File: config.mk
export PLATFORM = sky130hd
export DESIGN_NAME = wsrs_ctrl
export DESIGN_NICKNAME = d
export VERILOG_FILES = /design/src/wsrs_pkg.sv /design/src/wsrs_ctrl.sv
export SDC_FILE = /design/constraint.sdc
export NUM_CORES = 1
export LEC_CHECK = 0
export BUFFER_PORTS_ARGS = -buffer_cell sky130_fd_sc_hd__buf_2
export CAP_MARGIN = 20
export CORE_MARGIN = 3
export CORE_UTILIZATION = 42
export DETAILED_ROUTE_END_ITERATION = 10
export PLACE_DENSITY = 0.9
export SETUP_SLACK_MARGIN = 0.05
export SYNTH_ARGS = -nofsm -noshare
export SYNTH_HDL_FRONTEND = slang
export SYNTH_SLANG_ARGS = --single-unit
File: constraint.sdc
create_clock -name clock -period 5.1 [get_ports clock]
set_clock_uncertainty 0.2 [all_clocks]
set_input_delay 0.255 -clock clock [delete_from_list [all_inputs] [get_ports clock]]
set_output_delay 0.255 -clock clock [all_outputs]
set_load 0.01 [all_outputs]
File: src/wsrs_pkg.sv
// Package for the word stack reverse sort block: modes, status codes,
// controller states and the command/status structs. No dependencies.
package wsrs_pkg;

   localparam logic [1:0] MODE_BYTE = 2'd0;
   localparam logic [1:0] MODE_EOF  = 2'd1;
   localparam logic [1:0] MODE_POP  = 2'd2;

   localparam logic [1:0] STATUS_OK    = 2'd0;
   localparam logic [1:0] STATUS_EMPTY = 2'd1;
   localparam logic [1:0] STATUS_FULL  = 2'd2;

   localparam logic [7:0] NEWLINE_BYTE = 8'd10;

   localparam logic [3:0] CSR_MIN_SORT_LENGTH = 4'd0;

   typedef enum logic [3:0] {
      ST_IDLE,
      ST_COPY,
      ST_LEN_RD,
      ST_LEN_WAIT,
      ST_LOAD,
      ST_LOAD_WAIT,
      ST_SORT,
      ST_EMIT,
      ST_FLAG
   } state_type;

   // Controller to datapath commands
   typedef struct packed {
      logic append;     // store byte in chunk
      logic clr_chunk;  // reset chunk length
      logic scan_init;  // start push copy
      logic copy_step;  // write one chunk byte to word memory
      logic push_done;  // write length, bump count
      logic pop_dec;    // decrement stack count
      logic len_rd;     // issue length read
      logic load_init;  // start word load
      logic load_step;  // capture one word byte
      logic sort_init;  // start bubble pass
      logic sort_step;  // one compare/swap
      logic emit_init;  // start emission
      logic emit_step;  // advance emission index
   } cmd_type;

   // Datapath to controller status
   typedef struct packed {
      logic chunk_full_next; // append fills the chunk
      logic chunk_nonempty;
      logic stack_full;
      logic stack_empty;
      logic copy_done;
      logic len_zero;
      logic load_done;
      logic need_sort;
      logic sort_done;
      logic emit_last;
   } stat_type;

endpackage

File: src/wsrs_ctrl.sv
// Controller state machine: sequences push copy, pop load, sort, emit.
// Depends on wsrs_pkg.
module wsrs_ctrl import wsrs_pkg::*; (
   input  logic       clock,
   input  logic       reset,
   input  logic       in_valid,
   output logic       in_ready,
   input  logic [1:0] mode,
   input  logic [7:0] byte_in,
   input  stat_type   stat,
   output cmd_type    cmd,
   input  logic [7:0] cur_byte,
   output logic       out_valid,
   input  logic       out_ready,
   output logic [7:0] out_byte,
   output logic       out_empty,
   output logic       out_last,
   output logic [1:0] out_status
);
   state_type state_ff, state_in;
   logic [1:0] flag_ff, flag_in;
   logic       flag_empty_ff, flag_empty_in;
   logic       acc, close_now, close_full;

   assign acc = in_valid && in_ready;
   // A byte or EOF that closes the open chunk
   assign close_now = (mode == MODE_BYTE && (byte_in == NEWLINE_BYTE || stat.chunk_full_next))
                   || (mode == MODE_EOF && stat.chunk_nonempty);
   assign close_full = close_now && stat.stack_full;

   // Next state
   always_comb begin
      state_in = state_ff;
      flag_in = flag_ff;
      flag_empty_in = flag_empty_ff;
      unique case (state_ff)
         ST_IDLE: begin
            if (acc) begin
               if (mode == MODE_POP) begin
                  if (stat.stack_empty) begin
                     state_in = ST_FLAG; flag_in = STATUS_EMPTY; flag_empty_in = 1'b0;
                  end else state_in = ST_LEN_RD;
               end else if (close_full) begin
                  state_in = ST_FLAG; flag_in = STATUS_FULL; flag_empty_in = 1'b0;
               end else if (close_now) begin
                  state_in = ST_COPY;
               end
            end
         end
         ST_COPY:     if (stat.copy_done) state_in = ST_IDLE;
         ST_LEN_RD:   state_in = ST_LEN_WAIT;
         ST_LEN_WAIT: begin
            if (stat.len_zero) begin
               state_in = ST_FLAG; flag_in = STATUS_OK; flag_empty_in = 1'b1;
            end else state_in = ST_LOAD;
         end
         ST_LOAD:     if (stat.load_done) state_in = ST_LOAD_WAIT;
         ST_LOAD_WAIT: state_in = stat.need_sort ? ST_SORT : ST_EMIT;
         ST_SORT:     if (stat.sort_done) state_in = ST_EMIT;
         ST_EMIT:     if (out_ready && stat.emit_last) state_in = ST_IDLE;
         ST_FLAG:     if (out_ready) state_in = ST_IDLE;
         default:     state_in = ST_IDLE;
      endcase
   end

   always_ff @(posedge clock) begin
      if (reset) begin
         state_ff <= ST_IDLE;
         flag_ff <= STATUS_OK;
         flag_empty_ff <= 1'b0;
      end else begin
         state_ff <= state_in;
         flag_ff <= flag_in;
         flag_empty_ff <= flag_empty_in;
      end
   end

   // Outputs and datapath commands
   always_comb begin
      cmd = '0;
      in_ready = 1'b0;
      out_valid = 1'b0;
      out_byte = 8'd0;
      out_empty = 1'b0;
      out_last = 1'b1;
      out_status = STATUS_OK;
      unique case (state_ff)
         ST_IDLE: begin
            in_ready = 1'b1;
            if (acc) begin
               if (mode == MODE_BYTE && byte_in != NEWLINE_BYTE) cmd.append = 1'b1;
               if (close_now) begin
                  cmd.scan_init = 1'b1;
                  if (close_full) cmd.clr_chunk = 1'b1;
               end
               if (mode == MODE_POP && !stat.stack_empty) cmd.pop_dec = 1'b1;
            end
         end
         ST_COPY: begin
            cmd.copy_step = 1'b1;
            if (stat.copy_done) begin
               cmd.push_done = 1'b1;
               cmd.clr_chunk = 1'b1;
            end
         end
         ST_LEN_RD:   ;
         ST_LEN_WAIT: begin
            cmd.len_rd = 1'b1;
            cmd.load_init = 1'b1;
         end
         ST_LOAD:     cmd.load_step = 1'b1;
         ST_LOAD_WAIT: begin
            cmd.sort_init = 1'b1;
            cmd.emit_init = 1'b1;
         end
         ST_SORT:     cmd.sort_step = !stat.sort_done;
         ST_EMIT: begin
            out_valid = 1'b1;
            out_byte = cur_byte;
            out_last = stat.emit_last;
            cmd.emit_step = out_ready;
         end
         ST_FLAG: begin
            out_valid = 1'b1;
            out_empty = flag_empty_ff;
            out_status = flag_ff;
         end
         default: ;
      endcase
   end
endmodule

==> results.cfg, run 1 <==
[place]
place_ws_ns = 2.92
gp_congestion = 0.831
port-buffer-count = 58
dpl.hpwl_um = 2000
place_area_um2 = 1040
place_inst = 179

[cts]
post_cts_buffers = 0
clock-sinks = 7
cts_made_buffers = 3
path_clk_slew_ns = 0.05
cts_tree = yes
ctsHoldBuffers = 0
cts_resized = 0
cts.htree.levels = 1
clock_path_buffers = 2
insertion_delay_ns = 0.24
root_buffer = clkbuf_4

[floorplan]
io_pins = 59
die_w_um = 48.6
core_area_um2 = 1610
initial_core_util_pct = 47.2
rows = 14
die_area_um2 = 2360
chipHeight_um = 48.6

[timing]
fin_ws_ns = 2.63
rsz0062_at_grt = false
finalMaxSlewViolations = 0
finalHoldViolCount = 0
max_slew_margin_pct = 64.7
fin_crit_sh_pct = 48.5
min_period_ns = 2.47
finalSetupViolCount = 0
max_clock_freq_mhz = 405
setup-tns-final_ns = 0
whs_ns = 0.0685
worst_slew_pin_slew_ns = 0.528

[critical_path]
critical_path.slowest_cell = or4_1
crit_path_frequent_cell = nand2_1
max_stage_delay_ns = 0.62
cp.arrival_ns = 2.02
cp-end-kind = primary output
worstSetupPathType = reg -> out
startpoint_type = flop
crit_chain = or4_1 > inv_2 > nand2_1 > nor3_1 > nand2_1 > nand2b_1 > buf_2
crit_fanout = 17
crit_required_ns = 4.64

[logic_synthesis]
synthTopCellsByArea = dfxtp_1 (18%), and2_1 (11%), nor2_1 (7.4%)
synth_top_flop_cell = dfxtp_1
syn_area_um2 = 761
yosys.area.top_type_share_pct = 18.4
yosysTopAreaCell = dfxtp_1
yosysSeqAreaShare_pct = 18.4
ys_types = 41
synthArstFlopShare_pct = 0
yosysWarnings = 0
synth_seq_cells = 7
synth_nets = 136
syn_inst = 104
syn-mean-instance-area_um2 = 7.31
synth-edff-count = 0

[power_and_ir_drop]
leakage_nw = 0.545
power.density_nw_per_um2 = 250
ir_drop_v = 0.000200

[hold_path]
hold_path.class = in -> reg

[routing]
dr.pass1.iters = 4
vias_per_cell = 5.33
drtIter0Drc = 18
wl_per_cell_um = 12.9
drt_wl_total_um = 2350
ant_nets = 0
vias = 976
drc = 0

[run]
max_cap_viol_count = 0

[global_routing]
grt_pass1_wl_um = 3860
first_global_vias = 910
antenna_found_initial = 0
grt_usage_pct = 20.3
grt_overflow = 0
grt_start_max_net_pins = 18

[layout]
drive_above_1_share_pct = 42.8
final_area_um2 = 1070
diodes = 0
finalNetCount = 192
final_cells = 183
area.growth.synth_to_final_pct = 40.6

[run_status]
outcome = finished clean
-- critical path: cells and delay by family (launching register included) --
family | cells | cell delay, ns
buffers and inverters | 2 | 0.22
and+or+nand+nor | 5 | 1.08
DFF | 1 | 0.46
-- placed cells by master, fill, tap and decap left out, types with 2 or more instances in the layout --
master / instances
a21oi_1: 5
o21ai_1: 3
nor2_1: 15
dfxtp_1: 7
buf_2: 58
and2_1: 13
nor3_1: 4
nand2_1: 6
or2_1: 2
nand2b_1: 5
or4_1: 2
nor4_1: 5
clkbuf_4: 3
mux2i_1: 3
-- cells by family (layout without fill, tap and decap cells) --
kind of cell           count (synthesis)  in the layout  synth area share [%]
AO/OA/AOI/OAI                         20             20                  21.2
buffers and inverters                  9             64                  5.92
flip-flops                             7              7                  18.4
multiplexers                           4              4                  5.43
AND/OR/NAND/NOR                       64             64                  49.0
-- report_power, final --
| part | internal, mW | total, mW | switching, mW |
|---|---|---|---|
| Sequential | 0.0616 | 0.0810 | 0.0194 |
| Combinational | 0.0643 | 0.138 | 0.0737 |
| Clock | 0.0297 | 0.0484 | 0.0186 |
| Total | 0.156 | 0.267 | 0.112 |
-- layout make-up --
class / instances / area (um2)
well taps: 24 / 30.0
clock buffers: 4 / 26.3
repair buffers: 58 / 290
inverters: 2 / 7.51
flip-flops and latches: 7 / 140
fillers: 149 / 542
multi-input cells: 88 / 576
-- worst paths after layout --
| kind | from | cells after the start | slack [ns] | endpoint |
|---|---|---|---|---|
| max | state_ff[0] | 7 | 2.63 | cmd[11] |
| min | reset | 2 | 0.07 | state_ff[3] |
| max reg2reg | state_ff[2] | 5 | 3.04 | state_ff[1] |
| min reg2reg | flag_ff[1] | 2 | 0.27 | flag_ff[1] |
-- synthesized netlist by cell type, drive strengths merged (2+ instances only) --
cell	number
nor2	15
or2	2
nor3b	2
and2	13
nand2b	5
dfxtp	7
mux2i	3
o21ai	4
clkbuf	4
or4	3
buf	3
nor3	4
nor4	5
nand2	6
a21oi	5
inv	2
o21a	2
-- sequential cells by signal, summed over array words and instances (netlist names) --
name,count
state_ff,4
flag_ff,2
flag_empty_ff,1
-- metrics by stage --
stage	util [%]	total power, mW
floorplan	-	0.175
global placement	64.8	0.214
detailed placement	64.8	0.218
CTS	66.4	0.269
global route	66.4	0.290
finish	66.4	0.267
-- per-layer routing --
layer	vias up	track usage, %	wire length [um]
met2	59	35.3	1140
met5	-	0	0
li1	487	-	-
met1	426	21.0	900
met3	4	10.1	270
met4	0	7.58	38
Power figures use the tool's default switching activity.
==> inputs of run 2 (changes only) <==
Settings changed: CORE_UTILIZATION 42 to 35, PLACE_DENSITY 0.9 to 0.81.
Clock period 5.1 ns to 2.1 ns, I/O delays scaled along.
==> results.cfg, run 2 (synthesized netlist as in run 1, its figures left out) <==
[cts]
root_buffer = clkbuf_4
cts.htree.levels = 1
clock-sinks = 7
insertion_delay_ns = 0.25
cts_tree = yes
cts_made_buffers = 3
path_clk_slew_ns = 0.05
clock_path_buffers = 2

[hold_path]
hold_end = state_ff[0]
min-delay-start = stat[2]
whs_path_depth = 5
hold_path.class = in -> reg

[layout]
largest_register_ffs = 4
area.growth.synth_to_final_pct = 60.2
layout_commonest_cell = buf_2
fin_util_pct = 60.9
diodes = 0
finalNetCount = 206
reg_top3 = state_ff: 4 flops, flag_ff: 2 flops, flag_empty_ff: 1 flops
drive_above_1_share_pct = 50.3
regMostFlops = state_ff
final_cell_mix = buf_2 (58), nor2_1 (14), and2_1 (13)

[timing]
finalHoldViolCount = 0
finalMaxSlewViolations = 0
finalSetupViolCount = 0
worst_slew_pin_slew_ns = 0.498
rsz0062_at_grt = true
min_period_ns = 2.09
max_clock_freq_mhz = 478
max_slew_margin_pct = 66.0
fin_crit_sh_pct = 99.7

[run]
max_cap_viol_count = 0

[floorplan]
io_pins = 59
chipHeight_um = 52.6
core_area_um2 = 2000
die_w_um = 52.6
rows = 16
initial_core_util_pct = 38.0
die_area_um2 = 2770

[critical_path]
crit_required_ns = 1.79
max_stage_delay_ns = 0.56
path_buf_inv = 2
critical_path.slowest_cell = or4_4
reg2reg_from = state_ff[0]
cp-end-kind = primary output
worstSetupPathType = reg -> out
r2r_end = flag_ff[0]
r2r_slack_ns = 0.15
crit_family = simple AND/OR/NAND/NOR gates
startpoint_type = flop
crit_fanout = 5
cp.arrival_ns = 1.79
crit_chain = or4_4 > inv_4 > nand2_4 > nor3_4 > nand2_1 > nand2b_1 > buf_2
ff2ff_path_depth = 6

[power_and_ir_drop]
power.density_nw_per_um2 = 636
p_total_uw = 775
ir_drop_v = 0.000286
leakage_nw = 0.621

[place]
dpl.hpwl_um = 2230
port-buffer-count = 58
gp_congestion = 0.918

[global_routing]
first_global_vias = 934
antenna_found_initial = 0
grt_usage_pct = 18.9
grt_pass1_wl_um = 3950
grt_overflow = 0
grt_start_max_net_pins = 14

[routing]
drt_wl_total_um = 2820
vias = 1051
ant_nets = 0
dr.pass1.iters = 4
drc = 0
wl_per_cell_um = 14.1
drtIter0Drc = 21
vias_per_cell = 5.26

[run_status]
outcome = finished clean
## run 2: changes by cell type in the layout (fill, tap and decap cells not counted), sizes merged
cell and change:
buf +11, dlygate4sd3 +3
## run 2: routing by layer
| layer | global-route usage, % | routed length (um) |
|---|---|---|
| met1 | 19.3 | 1110 |
| met2 | 37.0 | 1470 |
| met3 | 3.70 | 228 |
| met4 | 6.38 | 14 |
| met5 | 0 | 0 |
## run 2: area by class of cell
class	instances	area, um2
multi-input cells	88	601
flip-flops and latches	7	145
well taps	27	33.8
inverters	2	10.0
fillers	189	783
clock buffers	4	26.3
repair buffers	72	403
## run 2: tightest hold or removal path, cell delays in order
cell and delay, ns:
buf_2 0.08, o21a_1 0.11, nor2_1 0.04, nand4_1 0.08, a21oi_1 0.07
## run 2: how the worst max path moves through the flow
stage                startpoint    endpoint  cells after the start
CTS                 state_ff[3]     cmd[11]                      7
detailed placement   byte_in[0]  flag_ff[0]                      6
global placement    state_ff[3]     cmd[11]                      7
finish              state_ff[0]     cmd[11]                      7
global route        state_ff[0]     cmd[11]                      7
floorplan           state_ff[0]     cmd[11]                      6
## run 2: stage by stage
stage	instance area, um2	instances	worst slack (ns)	hold WS (ns)	TNS [ns]
finish	1220	200	0.00671	0.0820	0
global route	1220	200	-0.0582	0.116	-0.0582
CTS	1160	195	0.0132	0.0766	0
detailed placement	1090	188	0.137	0.171	0
global placement	1090	188	0.155	0.163	0
floorplan	761	104	0.152	-0.0259	0
## run 2: power breakdown
part,internal [mW],total (mW),switching [mW]
Combinational,0.236,0.480,0.244
Clock,0.0723,0.119,0.0466
Sequential,0.153,0.177,0.0242
## run 2: repair_timing
action / CTS / global route
pin swaps: 0 / 4
endpoints found under the hold margin: 7 / 0
hold buffers: 3 / 0
setup endpoints to repair: 9 / 11
gates cloned: 0 / 0
gates resized for setup: 4 / 7
setup buffers: 0 / 5
==> inputs of run 3 (changes only) <==
==> constraint.sdc (replaced) <==
create_clock -name clock -period 2.1 [get_ports clock]
set_clock_uncertainty 0.2 [all_clocks]
set_input_delay 0.42 -clock clock [delete_from_list [all_inputs] [get_ports clock]]
set_output_delay 0.42 -clock clock [all_outputs]
set_load 0.01 [all_outputs]
==> results.cfg, run 3 (synthesized netlist as in run 1, its figures left out) <==
[run_status]
outcome = finished, violations left
violations = negative setup slack

[cts]
root_buffer = clkbuf_4
clock-sinks = 7
cts_tree = yes
clock_path_buffers = 2
insertion_delay_ns = 0.25
cts.htree.levels = 1
path_clk_slew_ns = 0.05
cts_made_buffers = 3

[power_and_ir_drop]
p_switching_uw = 354
combPwrFrac_pct = 68.2
seq_power_share_pct = 18.5
leakage_nw = 0.678
power.density_nw_per_um2 = 643
p_total_uw = 885
intPower_uw = 531
ir_drop_v = 0.000536
p_clk_share_pct = 13.4
switching_share_pct = 40.0

[floorplan]
initial_core_util_pct = 38.0
die_w_um = 52.6
rows = 16
io_pins = 59
chipHeight_um = 52.6
core_area_um2 = 2000
die_area_um2 = 2770

[timing]
finalHoldViolCount = 0
fin_ws_ns = -0.232
fin_crit_sh_pct = 111
max_clock_freq_mhz = 429
finalSetupViolCount = 5
min_period_ns = 2.33
worst_slew_pin_slew_ns = 0.361
rsz0062_at_grt = true
max_slew_margin_pct = 75.7
finalMaxSlewViolations = 0

[global_routing]
first_global_vias = 998
antenna_found_initial = 0
grt_usage_pct = 20.9
grt_pass1_wl_um = 4260
grt_start_max_net_pins = 16
grt_overflow = 0

[layout]
fillers = 161
drive_above_1_share_pct = 62.0
area.growth.synth_to_final_pct = 80.8
regMostFlops = state_ff
largest_register_ffs = 4
final_cell_mix = buf_2 (56), nor2_1 (14), buf_4 (14)
finalNetCount = 212
fin_util_pct = 68.7
reg_top3 = state_ff: 4 flops, flag_ff: 2 flops, flag_empty_ff: 1 flops
layout_commonest_cell = buf_2
diodes = 0
final_cells = 206

[critical_path]
crit_fanout = 2
worstSetupPathType = reg -> out
crit_required_ns = 1.48
startpoint_type = flop
cp-end-kind = primary output
cp.arrival_ns = 1.71

[routing]
drc = 0
drtIter0Drc = 35
drt_wl_total_um = 2970
vias = 1107
wl_per_cell_um = 14.4
vias_per_cell = 5.37
dr.pass1.iters = 4
ant_nets = 0

[place]
dpl.hpwl_um = 2150
place_inst = 191
place_ws_ns = -0.225
gp_congestion = 0.864
port-buffer-count = 58

[hold_path]
hold_path.class = in -> reg

[run]
max_cap_viol_count = 0
-- run 3: routing by layer --
layer	GRT usage (%)	share of wire, %	up-vias
met3	5.70	11	6
met5	0	0	-
met4	3.83	1.7	0
met1	22.2	36	513
met2	40.3	52	63
li1	-	-	525
-- run 3: worst paths after layout --
path | from | slack, ns | cells past startpoint | endpoint
max reg2reg | state_ff[0] | -0.17 | 11 | flag_ff[1]
max | state_ff[0] | -0.23 | 7 | cmd[11]
min reg2reg | flag_empty_ff | 0.28 | 2 | flag_empty_ff
min | reset | 0.23 | 2 | state_ff[2]
-- run 3: final cells by class --
class / count / area, um2 / share of cell area [%]
Sequential cell: 7 / 145 / 10.6
Clock buffer: 4 / 26.3 / 1.91
Inverter: 2 / 10.0 / 0.728
Multi-Input combinational cell: 89 / 696 / 50.6
Tap cell: 27 / 33.8 / 2.46
Timing Repair Buffer: 77 / 464 / 33.8
-- run 3: worst max-delay path, stage by stage (launching register included) --
cell      delay [ns]
dfxtp_2         0.32
or4_4           0.55
inv_4           0.08
nand2_4         0.06
nor3_4          0.19
nand2_2         0.07
nand2b_1        0.07
buf_2           0.12
-- run 3: power groups by stage --
stage	logic, mW	clock network [mW]	registers (mW)
floorplan	0.266	0	0.165
global placement	0.437	0	0.158
detailed placement	0.445	0	0.160
CTS	0.548	0.122	0.163
global route	0.652	0.130	0.165
finish	0.603	0.118	0.163
-- run 3: per-stage QoR --
step           hold slack, ns  cell area [um2]  TNS (ns)
5_1_grt                 0.226             1380     -1.41
2_1_floorplan           0.239              772   -0.0873
6_report                0.228             1380     -1.00
3_5_place_dp            0.275             1130     -1.09
3_3_place_gp            0.270             1130     -1.00
4_1_cts                 0.224             1310    -0.974
-- run 3: what timing repair did --
action	in CTS	in global routing
endpoints found under the hold margin	0	0
pin swaps	6	7
setup endpoints to repair	21	22
setup buffers	10	2
resized for setup	22	16
cloned	1	0
hold buffers	0	0
